[src/spq_pkg.sv]
`default_nettype none
// ----------------------------------------------------------------------------
// spq_pkg: shared definitions for the sorted minimum priority queue
// Operation and status codes, storage sizes, cell control type and value
// width conversion helpers.
// ----------------------------------------------------------------------------
package spq_pkg;

   localparam int CAPACITY    = 16;
   localparam int VALUE_WIDTH = 32;
   localparam int COUNT_WIDTH = $clog2(CAPACITY + 1);

   // operation codes
   localparam logic [1:0] FUNC_INSERT = 2'd0;
   localparam logic [1:0] FUNC_POP    = 2'd1;
   localparam logic [1:0] FUNC_CLEAR  = 2'd2;

   // status codes
   localparam logic [1:0] STATUS_OK        = 2'd0;
   localparam logic [1:0] STATUS_POP_EMPTY = 2'd1;
   localparam logic [1:0] STATUS_FULL      = 2'd2;

   // per-cycle command broadcast to every cell
   typedef struct packed {
      logic shift_in;   // insert: cells at or past the slot move right
      logic shift_out;  // pop: each cell takes its right neighbor, the last keeps its own
   } cell_ctrl_type;

   // 32-bit input to stored width (sign extend or wrap)
   function automatic logic signed [VALUE_WIDTH-1:0] to_store(
      input logic signed [31:0] x);
      return VALUE_WIDTH'(x);
   endfunction

   // stored width back to 32 bits (sign extend or keep low bits)
   function automatic logic signed [31:0] to_port(
      input logic signed [VALUE_WIDTH-1:0] x);
      return 32'(x);
   endfunction

endpackage
`default_nettype wire

[src/spq_cell.sv]
`default_nettype none
// ----------------------------------------------------------------------------
// spq_cell: one slot of the sorted array
// Holds one value, compares it against the broadcast insert value and
// takes a value from its left or right neighbor on insert or pop.
// ----------------------------------------------------------------------------
module spq_cell (
   input  wire logic                                   clock,
   input  wire spq_pkg::cell_ctrl_type                 ctrl,
   input  wire logic signed [spq_pkg::VALUE_WIDTH-1:0] new_value,
   input  wire logic                                   occupied,
   input  wire logic                                   left_lt,
   input  wire logic signed [spq_pkg::VALUE_WIDTH-1:0] left_value,
   input  wire logic signed [spq_pkg::VALUE_WIDTH-1:0] right_value,
   output logic signed [spq_pkg::VALUE_WIDTH-1:0]      value,
   output logic                                        lt
);
   import spq_pkg::*;

   logic signed [VALUE_WIDTH-1:0] value_ff;
   logic signed [VALUE_WIDTH-1:0] value_in;

   // strictly less: equal stored values let the new one go ahead
   assign lt    = occupied && (value_ff < new_value);
   assign value = value_ff;

   always_comb begin
      value_in = value_ff;
      priority if (ctrl.shift_in) begin
         if (!lt) begin
            value_in = left_lt ? new_value : left_value;
         end
      end else if (ctrl.shift_out) begin
         value_in = right_value;
      end
   end

   always_ff @(posedge clock) begin
      value_ff <= value_in;
   end

endmodule
`default_nettype wire

[src/sorted_min_priority_queue.sv]
`default_nettype none
// ----------------------------------------------------------------------------
// sorted_min_priority_queue: bounded min priority queue as a row of cells
// The result is registered: it is valid in the output register in the cycle after the item is accepted.
// Throughput: 1 item per cycle while rsp_ready is high; every cell compares
//   and shifts in parallel, so the whole cell row updates at once.
// Reset: count and result valid are cleared; stored values stay undefined
//   and are never read before written (no clearing pass).
// ----------------------------------------------------------------------------
module sorted_min_priority_queue (
   input  wire logic                               clock,
   input  wire logic                               reset,
   input  wire logic                               req_valid,
   output logic                                    req_ready,
   input  wire logic [1:0]                         req_func,
   input  wire logic signed [31:0]                 req_item_value,
   output logic                                    rsp_valid,
   input  wire logic                               rsp_ready,
   output logic signed [31:0]                      rsp_popped_value,
   output logic [1:0]                              rsp_status,
   output logic [spq_pkg::COUNT_WIDTH-1:0]         rsp_entry_count,
   output logic                                    rsp_queue_empty
);
   import spq_pkg::*;

   // ---- occupancy ---------------------------------------------------------
   logic [COUNT_WIDTH-1:0] count_ff;
   logic [COUNT_WIDTH-1:0] count_in;

   // ---- result register ---------------------------------------------------
   logic                   rsp_valid_ff;
   logic                   rsp_valid_in;
   logic signed [31:0]     popped_ff;
   logic signed [31:0]     popped_in;
   logic [1:0]             status_ff;
   logic [1:0]             status_in;

   // ---- cell row wiring ---------------------------------------------------
   logic signed [VALUE_WIDTH-1:0] cell_value [CAPACITY];
   logic                          cell_lt    [CAPACITY];
   logic signed [VALUE_WIDTH-1:0] new_value;
   cell_ctrl_type                 ctrl;

   logic accept;
   logic is_full;
   logic no_entries;

   // An item is taken whenever the result register is free or draining;
   // nothing is taken while reset is held.
   assign req_ready  = !reset && (!rsp_valid_ff || rsp_ready);
   assign accept     = req_valid && req_ready;
   assign is_full    = (count_ff == COUNT_WIDTH'(CAPACITY));
   assign no_entries = (count_ff == '0);
   assign new_value  = to_store(req_item_value);

   // Decode the item into a shift command plus next count and result.
   always_comb begin
      ctrl.shift_in  = 1'b0;
      ctrl.shift_out = 1'b0;
      count_in       = count_ff;
      popped_in      = '0;
      status_in      = STATUS_OK;
      unique case (req_func)
         FUNC_INSERT: begin
            if (is_full) begin
               status_in = STATUS_FULL;  // dropped, queue untouched
            end else begin
               ctrl.shift_in = accept;
               count_in      = count_ff + 1'b1;
            end
         end
         FUNC_POP: begin
            if (no_entries) begin
               popped_in = -32'sd1;
               status_in = STATUS_POP_EMPTY;
            end else begin
               ctrl.shift_out = accept;
               popped_in      = to_port(cell_value[0]);
               count_in       = count_ff - 1'b1;
            end
         end
         FUNC_CLEAR: begin
            count_in = '0;
         end
         default: begin
            // unused code: no change, ok status
         end
      endcase
   end

   // Cell i is live when i is below the count. Cell 0 sees a "less" on its
   // left so an insert at the head lands there; the last cell pulls its own
   // value on pop (that slot becomes unused anyway).
   for (genvar i = 0; i < CAPACITY; i++) begin : g_cell
      logic                          left_lt;
      logic signed [VALUE_WIDTH-1:0] left_value;
      logic signed [VALUE_WIDTH-1:0] right_value;

      if (i == 0) begin : g_head
         assign left_lt    = 1'b1;
         assign left_value = new_value;
      end else begin : g_body
         assign left_lt    = cell_lt[i-1];
         assign left_value = cell_value[i-1];
      end

      if (i == CAPACITY - 1) begin : g_tail
         assign right_value = cell_value[i];
      end else begin : g_mid
         assign right_value = cell_value[i+1];
      end

      spq_cell u_cell (
         .clock       (clock),
         .ctrl        (ctrl),
         .new_value   (new_value),
         .occupied    (COUNT_WIDTH'(i) < count_ff),
         .left_lt     (left_lt),
         .left_value  (left_value),
         .right_value (right_value),
         .value       (cell_value[i]),
         .lt          (cell_lt[i])
      );
   end

   // result valid: set on accept, dropped once taken
   always_comb begin
      rsp_valid_in = rsp_valid_ff;
      if (accept) begin
         rsp_valid_in = 1'b1;
      end else if (rsp_ready) begin
         rsp_valid_in = 1'b0;
      end
   end

   always_ff @(posedge clock) begin
      if (reset) begin
         count_ff     <= '0;
         rsp_valid_ff <= 1'b0;
      end else begin
         if (accept) begin
            count_ff <= count_in;
         end
         rsp_valid_ff <= rsp_valid_in;
      end
   end

   // payload and the count snapshot travel with the result
   logic [COUNT_WIDTH-1:0] rsp_count_ff;

   always_ff @(posedge clock) begin
      if (accept) begin
         popped_ff    <= popped_in;
         status_ff    <= status_in;
         rsp_count_ff <= count_in;
      end
   end

   assign rsp_valid        = rsp_valid_ff;
   assign rsp_popped_value = popped_ff;
   assign rsp_status       = status_ff;
   assign rsp_entry_count  = rsp_count_ff;
   assign rsp_queue_empty  = (rsp_count_ff == '0);

   // ---- assertions --------------------------------------------------------
   a_count_bound: assert property (@(posedge clock) disable iff (reset)
      count_ff <= COUNT_WIDTH'(CAPACITY))
      else $error("entry count above capacity");

   a_head_sorted: assert property (@(posedge clock) disable iff (reset)
      count_ff >= COUNT_WIDTH'(2) |-> cell_value[0] <= cell_value[1])
      else $error("head cells out of order");

   a_empty_status: assert property (@(posedge clock) disable iff (reset)
      rsp_valid && rsp_status == STATUS_POP_EMPTY |->
         rsp_queue_empty && rsp_popped_value == -32'sd1)
      else $error("empty pop result inconsistent");

   a_full_status: assert property (@(posedge clock) disable iff (reset)
      rsp_valid && rsp_status == STATUS_FULL |->
         rsp_entry_count == COUNT_WIDTH'(CAPACITY))
      else $error("full drop reported below capacity");

   a_count_step: assert property (@(posedge clock) disable iff (reset)
      accept && req_func == FUNC_INSERT && !is_full |=>
         count_ff == $past(count_ff) + 1'b1)
      else $error("insert did not grow the queue");

endmodule
`default_nettype wire
[config.mk]
export PLATFORM = sky130hd
export DESIGN_NAME = sorted_min_priority_queue
export DESIGN_NICKNAME = d
export VERILOG_FILES = /design/src/spq_pkg.sv /design/src/spq_cell.sv /design/src/sorted_min_priority_queue.sv
export SDC_FILE = /design/constraint.sdc
export NUM_CORES = 2
export LEC_CHECK = 0
export BUFFER_PORTS_ARGS = -buffer_cell sky130_fd_sc_hd__buf_4
export CAP_MARGIN = 20
export CELL_PAD_IN_SITES_DETAIL_PLACEMENT = 1
export CELL_PAD_IN_SITES_GLOBAL_PLACEMENT = 1
export CORE_MARGIN = 1.5
export CORE_UTILIZATION = 53
export DETAILED_ROUTE_END_ITERATION = 16
export GPL_ROUTABILITY_DRIVEN = 0
export PLACE_DENSITY_LB_ADDON = 0.2
export SLEW_MARGIN = 20
export SYNTH_ARGS = -nofsm -noshare
export SYNTH_HDL_FRONTEND = slang
export SYNTH_SLANG_ARGS = --single-unit
[constraint.sdc]
create_clock -name clock -period 13.3 [get_ports clock]
set_input_delay 0 -clock clock [delete_from_list [all_inputs] [get_ports clock]]
set_output_delay 0 -clock clock [all_outputs]
set_load 0.005 [all_outputs]
* After elaboration in Yosys (flattened, before gate mapping)
Cells that the tools add are included.
W data, S select, Z words.
** Storage, ports and cells
- Flip-flop bits (word level) :: 557
- Input bits :: 38
- Output and inout port bits :: 42
- Logic and storage cells :: 189
** Operators by class
- Add/sub/neg operators :: 2
- Magnitude comparators :: 32
- Equality and inequality tests :: 18
- Mux-type cells :: 73
- Bitwise operators :: 1
- Reduce and logical (&&, ||, !) cells :: 42
** Operator list (number)
- $mux W32 :: 61
- $lt A32 B32 Y1 :: 16
- $lt A4 B5 Y1 const A :: 8
- $reduce_and A2 Y1 :: 16
- $ne A2 B2 Y1 const B :: 15
- $lt A3 B5 Y1 const A :: 4
- $logic_and A1 B1 Y1 :: 18
- $pmux W5 S3 :: 1
- $logic_not A5 Y1 :: 2
- $lt A1 B5 Y1 const A :: 2
- $lt A2 B5 Y1 const A :: 2
- $mux W5 :: 2
- $mux W1 :: 7
- $add A5 B1 Y5 const B :: 1
- $eq A5 B5 Y1 const B :: 1
- $sub A5 B1 Y5 const B :: 1
- $pmux W2 S2 :: 1
- $reduce_bool A2 Y1 :: 2
- $eq A2 B1 Y1 const B :: 1
- $eq A2 B2 Y1 const B :: 1
- $logic_not A1 Y1 :: 2
- $logic_not A2 Y1 :: 1
- $mux W2 :: 1
- $logic_or A1 B1 Y1 :: 1
- $not A1 Y1 :: 1

* Longest topological paths before layout
- Depth in word-level cells :: 8
- Mapped depth :: 13
- Mapped depth without buffers :: 10

* Hierarchy
A second synthesis with hierarchy kept.
** Second synthesis, totals
- Cells, all modules :: 4307
- Area total of the unflattened synthesis :: 41103.2 µm²
** By module, submodules not included
- spq_cell :: times used 16, cells each 257, area an instance 2429.8 µm², sequential area each 960.9 µm²
- sorted_min_priority_queue :: times used 1, cells each 195, area an instance 2225.9 µm², sequential area each 1291.2 µm²

* Worst setup path before layout
OpenSTA, ideal clock, no wires.
- Kind :: input to register
- Start point :: in req_item_value[31]
- End point :: reg g_cell[13].u_cell.value_ff[0], enable pin
- Library setup time :: 0.466 ns
- Arrival time :: 4.591 ns
- Data required time :: 12.834 ns
- Path slack :: 8.243 ns
- Stages on the path :: 10
- Path buffers :: 2
- Cell sequence :: clkbuf_1 > inv_1 > ha_1 > nand4_1 > or4_1 > a311oi_1 > o21a_1 > nor3_4 > buf_6 > o21ai_0
** On the way
- Cells in the longest elaborated chain, start to end :: 4
** RTL lines
- start, declared :: line sorted_min_priority_queue.sv:16 : input wire logic signed [31:0] req_item_value,
- $lt A32 B32 Y1 :: line spq_cell.sv:24 : assign lt = occupied && (value_ff < new_value);
- $logic_and A1 B1 Y1 :: line spq_cell.sv:24
- $ne A2 B2 Y1 (no line)
- $reduce_and A2 Y1 (no line)
- end signal, assigned :: line spq_cell.sv:39 : value_ff <= value_in;
- end, declared :: line spq_cell.sv:20 : logic signed [VALUE_WIDTH-1:0] value_ff;
Every way passes these cells.
A chain may end at the register's enable or synchronous reset.

* Worst setup path in the final report
- Start point :: in req_item_value[24]
- End point :: reg g_cell[7].u_cell.value_ff[22], enable pin
** On the way
- Cells in the longest elaborated chain, start to end :: 4
** RTL lines (line)
- $lt A32 B32 Y1 :: spq_cell.sv:24
- $logic_and A1 B1 Y1 :: spq_cell.sv:24
- $ne A2 B2 Y1 (no line)
- $reduce_and A2 Y1 (no line)
- end signal, assigned :: spq_cell.sv:39
- end, declared :: spq_cell.sv:20
Every way passes these cells.

==> impl_metrics.sql <==
INSERT INTO impl_metrics (metric_group, metric, value, unit) VALUES
('floorplan', 'initial_utilization', '0.5352', ''),
('layout', 'antennaDiodeCount', '0', ''),
('routing', 'vias', '34740', ''),
('sta', 'max_clock_freq', '186.5', 'MHz'),
('routing', 'avgRoutedWirePerCell', '24.78', 'microns'),
('setup_path', 'reg2reg_from', 'g_cell[7].u_cell.value[27]', ''),
('routing', 'drt_pre_antenna_iters', '6', ''),
('floorplan', 'die_height', '285.4', 'microns'),
('floorplan', 'core_area', '79000', 'sq um'),
('min_path', 'hold_end', 'g_cell[1].u_cell.value[2]', ''),
('clock_network', 'clock_tree.buffer_depth', '3', ''),
('layout', 'area_delta_synth_final', '8.923', '%'),
('logic_synthesis', 'synthesis.area_per_instance', '9.883', 'sq um'),
('floorplan', 'placement_row_count', '103', ''),
('sta', 'worstMarginPinSlew', '0.9654', 'ns'),
('logic_synthesis', 'yosys.cell_types.count', '74', ''),
('power', 'relative_contribution_of_combinational_cells_to_total_power', '0.153', ''),
('logic_synthesis', 'syn_inst', '4278', ''),
('clock_network', 'clkLatencyLatePin', '0.64', 'ns'),
('min_path', 'hp-start', 'req_item_value[2]', ''),
('setup_path', 'worst_r2r_path_depth', '11', ''),
('global_route', 'antenna_violations_before_repair', '1', ''),
('place', 'numPortBuffers', '79', ''),
('sta', 'finalMaxSlewViolations', '0', ''),
('layout', 'filler_cell_count', '8642', ''),
('logic_synthesis', 'synth-compound-area-share', '0.1685', ''),
('place', 'post_dp_cell_area', '43560', 'sq um'),
('sta', 'maxSlewHeadroom', '0.3534', ''),
('setup_path', 'critical-path-max-stage-delay', '0.65', 'ns'),
('global_route', 'grt_overflow_total', '0', ''),
('place', 'detailed_place_hpwl', '94940', 'microns'),
('routing', 'final_routed_wirelength', '132100', 'microns'),
('status', 'outcome', 'complete, no violations', ''),
('logic_synthesis', 'postSynthNetCount', '4815', ''),
('logic_synthesis', 'synth-simple-area-share', '0.1113', ''),
('sta', 'fin_crit_sh', '0.4032', ''),
('power', 'seq_power_share', '0.449', ''),
('logic_synthesis', 'synth.area.mux_share', '0.1367', ''),
('setup_path', 'critical_path.slowest_cell', 'a41oi_1', ''),
('logic_synthesis', 'dominant_combinational_cell_family_by_area_after_synthesis', 'compound AO/OA/AOI/OAI gates', ''),
('power', 'max_rail_drop_vdd', '0.07775', 'mV'),
('logic_synthesis', 'xor_and_xnor_fraction_of_the_mapped_netlist_area', '0.0006215', ''),
('power', 'switching_share', '0.2826', ''),
('logic_synthesis', 'ys_async_sr_fraction', '0', ''),
('setup_path', 'timing.critical_path.required', '13.65', 'ns'),
('global_route', 'gr_usage_total', '0.3222', ''),
('floorplan', 'boundary_pins', '80', ''),
('sta', 'grt_setup_unrepaired', 'no', ''),
('clock_network', 'maximum_level_of_the_cts_h_tree', '3', ''),
('setup_path', 'timing.critical_path.arrival', '5.71', 'ns'),
('logic_synthesis', 'count_of_flip_flops_with_a_built_in_enable_after_synthesis', '551', ''),
('layout', 'fin_area', '46050', 'sq um'),
('setup_path', 'reg2reg_setup_slack', '8.34', 'ns'),
('layout', 'layout_cell_share_with_drive_strength_beyond_1', '0.07125', ''),
('setup_path', 'worstSetupPathType', 'in2reg', ''),
('clock_network', 'tritoncts', 'yes', ''),
('clock_network', 'cts_root_buffer', 'clkbuf_16', ''),
('routing', 'drtIter0Drc', '2756', ''),
('setup_path', 'setup.worst_path.end_class', 'flip-flop', ''),
('sta', 'hold_viol', '0', ''),
('sta', 'clock-skew-final', '0.03322', 'ns'),
('logic_synthesis', 'synth_flop_cell', 'edfxtp_1', ''),
('layout', 'design.final.nets', '4767', ''),
('layout', 'most-common-layout-cells', 'nand2_1 (601), mux2i_1 (575), edfxtp_1 (551), ha_1 (498), a21oi_1 (327)', ''),
('global_route', 'first_global_vias', '36710', ''),
('power', 'power_switching', '1.281', 'mW'),
('global_route', 'global_route_wire_length_before_repair', '209600', 'microns'),
('logic_synthesis', 'synth_seq_area_share', '0.3942', ''),
('power', 'power.share.clock', '0.398', ''),
('power', 'power_per_cell_area', '98.42', 'nW/um^2'),
('sta', 'setup_tns', '0', 'ns');
==> cell type report <==
type	instances	area, sq um	share of cell area
multi-input cells	3359	24170	0.5248
repair buffers	200	1687	0.03663
inverters	43	161.4	0.003505
clock buffers	93	1881	0.04084
flip-flops and latches	557	16670	0.3619
clock inverters	29	175.2	0.003804
well taps	1050	1314	0.02853
==> registers in the layout (all words and copies together) (netlist names) <==
name and count:
g_cell.u_cell.value 512, rsp_popped_value 32, rsp_status 2, count_ff 5
rsp_valid 1, rsp_entry_count 5
==> cell usage after synthesis (all sizes together) (3+ instances only) <==
master,n,area share
nor4,4,0.00089
a221oi,8,0.0018
nand4,113,0.017
o31ai,8,0.0017
o21bai,4,0.00071
o2111ai,5,0.0010
nor2,152,0.013
a21oi,329,0.039
nor3,52,0.0067
and2,8,0.0012
clkbuf,225,0.020
inv,43,0.0038
or4,3,0.00062
nand2b,22,0.0033
nand3,61,0.0075
a221o,4,0.00095
or2,3,0.00044
o21a,10,0.0018
o21ai,447,0.053
a21o,128,0.023
o22ai,130,0.019
nor2b,14,0.0021
a211o,5,0.0010
nor3b,4,0.00071
dfxtp,6,0.0028
a41oi,3,0.00062
and4,9,0.0019
a211oi,30,0.0054
mux2i,576,0.14
buf,94,0.017
a2111oi,8,0.0017
o311ai,6,0.0012
ha,499,0.15
edfxtp,551,0.39
nand2,601,0.053
a31oi,37,0.0058
or3,7,0.0010
o211ai,43,0.0076
xor2,3,0.00062
==> worst max path at each step <==
stage | end | slack [ns] | depth (start not counted)
2_1_floorplan | g_cell[13].u_cell.value[0] | 8.24 | 10
3_3_place_gp | g_cell[7].u_cell.value[27] | 8.24 | 13
3_5_place_dp | g_cell[7].u_cell.value[26] | 8.05 | 13
4_1_cts | g_cell[7].u_cell.value[16] | 8.13 | 14
5_1_grt | g_cell[7].u_cell.value[23] | 7.76 | 14
6_report | g_cell[7].u_cell.value[22] | 7.94 | 14
==> worst max-delay path, delay by kind of cell <==
family,cells,cell delay (ns)
AND/OR/NAND/NOR,6,2.17
buffers and inverters,5,2.09
adder cells (fa/ha/maj),1,0.49
AO/OA/AOI/OAI,2,0.88
==> timing repair <==
item / in CTS / in global routing
setup buffers: 0 / 0
hold buffers: 35 / 0
endpoints found under the hold margin: 351 / 0
gates resized for setup: 0 / 0
endpoints found under the setup margin: 0 / 0
==> cells by family after synthesis <==
family          count (synthesis)
compound gates               1220
flops                         557
mux                           577
simple gates                 1060
buf+inv                       362
xor+xnor                        3
fa+ha+maj                     499
==> stage by stage <==
stage | power [mW] | worst slack (ns) | instances | utilization
2_1_floorplan | 2.519 | 8.243 | 4278 | -
6_report | 4.532 | 7.938 | 5331 | 0.5829
3_3_place_gp | 2.702 | 8.240 | 5171 | 0.5514
3_5_place_dp | 2.738 | 8.046 | 5171 | 0.5514
5_1_grt | 4.690 | 7.762 | 5331 | 0.5829
4_1_cts | 4.547 | 8.130 | 5328 | 0.5819
==> metal layers <==
layer	share of wire	track usage
met2	0.49	0.5523
met1	0.43	0.4232
met4	0.032	0.1138
met3	0.041	0.03381
met5	0.000098	0
==> power groups by stage <==
stage                     Sequential, mW  Combinational [mW]  Clock, mW
after floorplan                     2.05               0.468          0
after global placement              2.07               0.634          0
after detailed placement            2.07               0.669          0
after CTS                           2.03               0.686       1.83
after global routing                2.04               0.765       1.89
final                               2.03               0.694       1.81
Power figures use the tool's default switching activity.
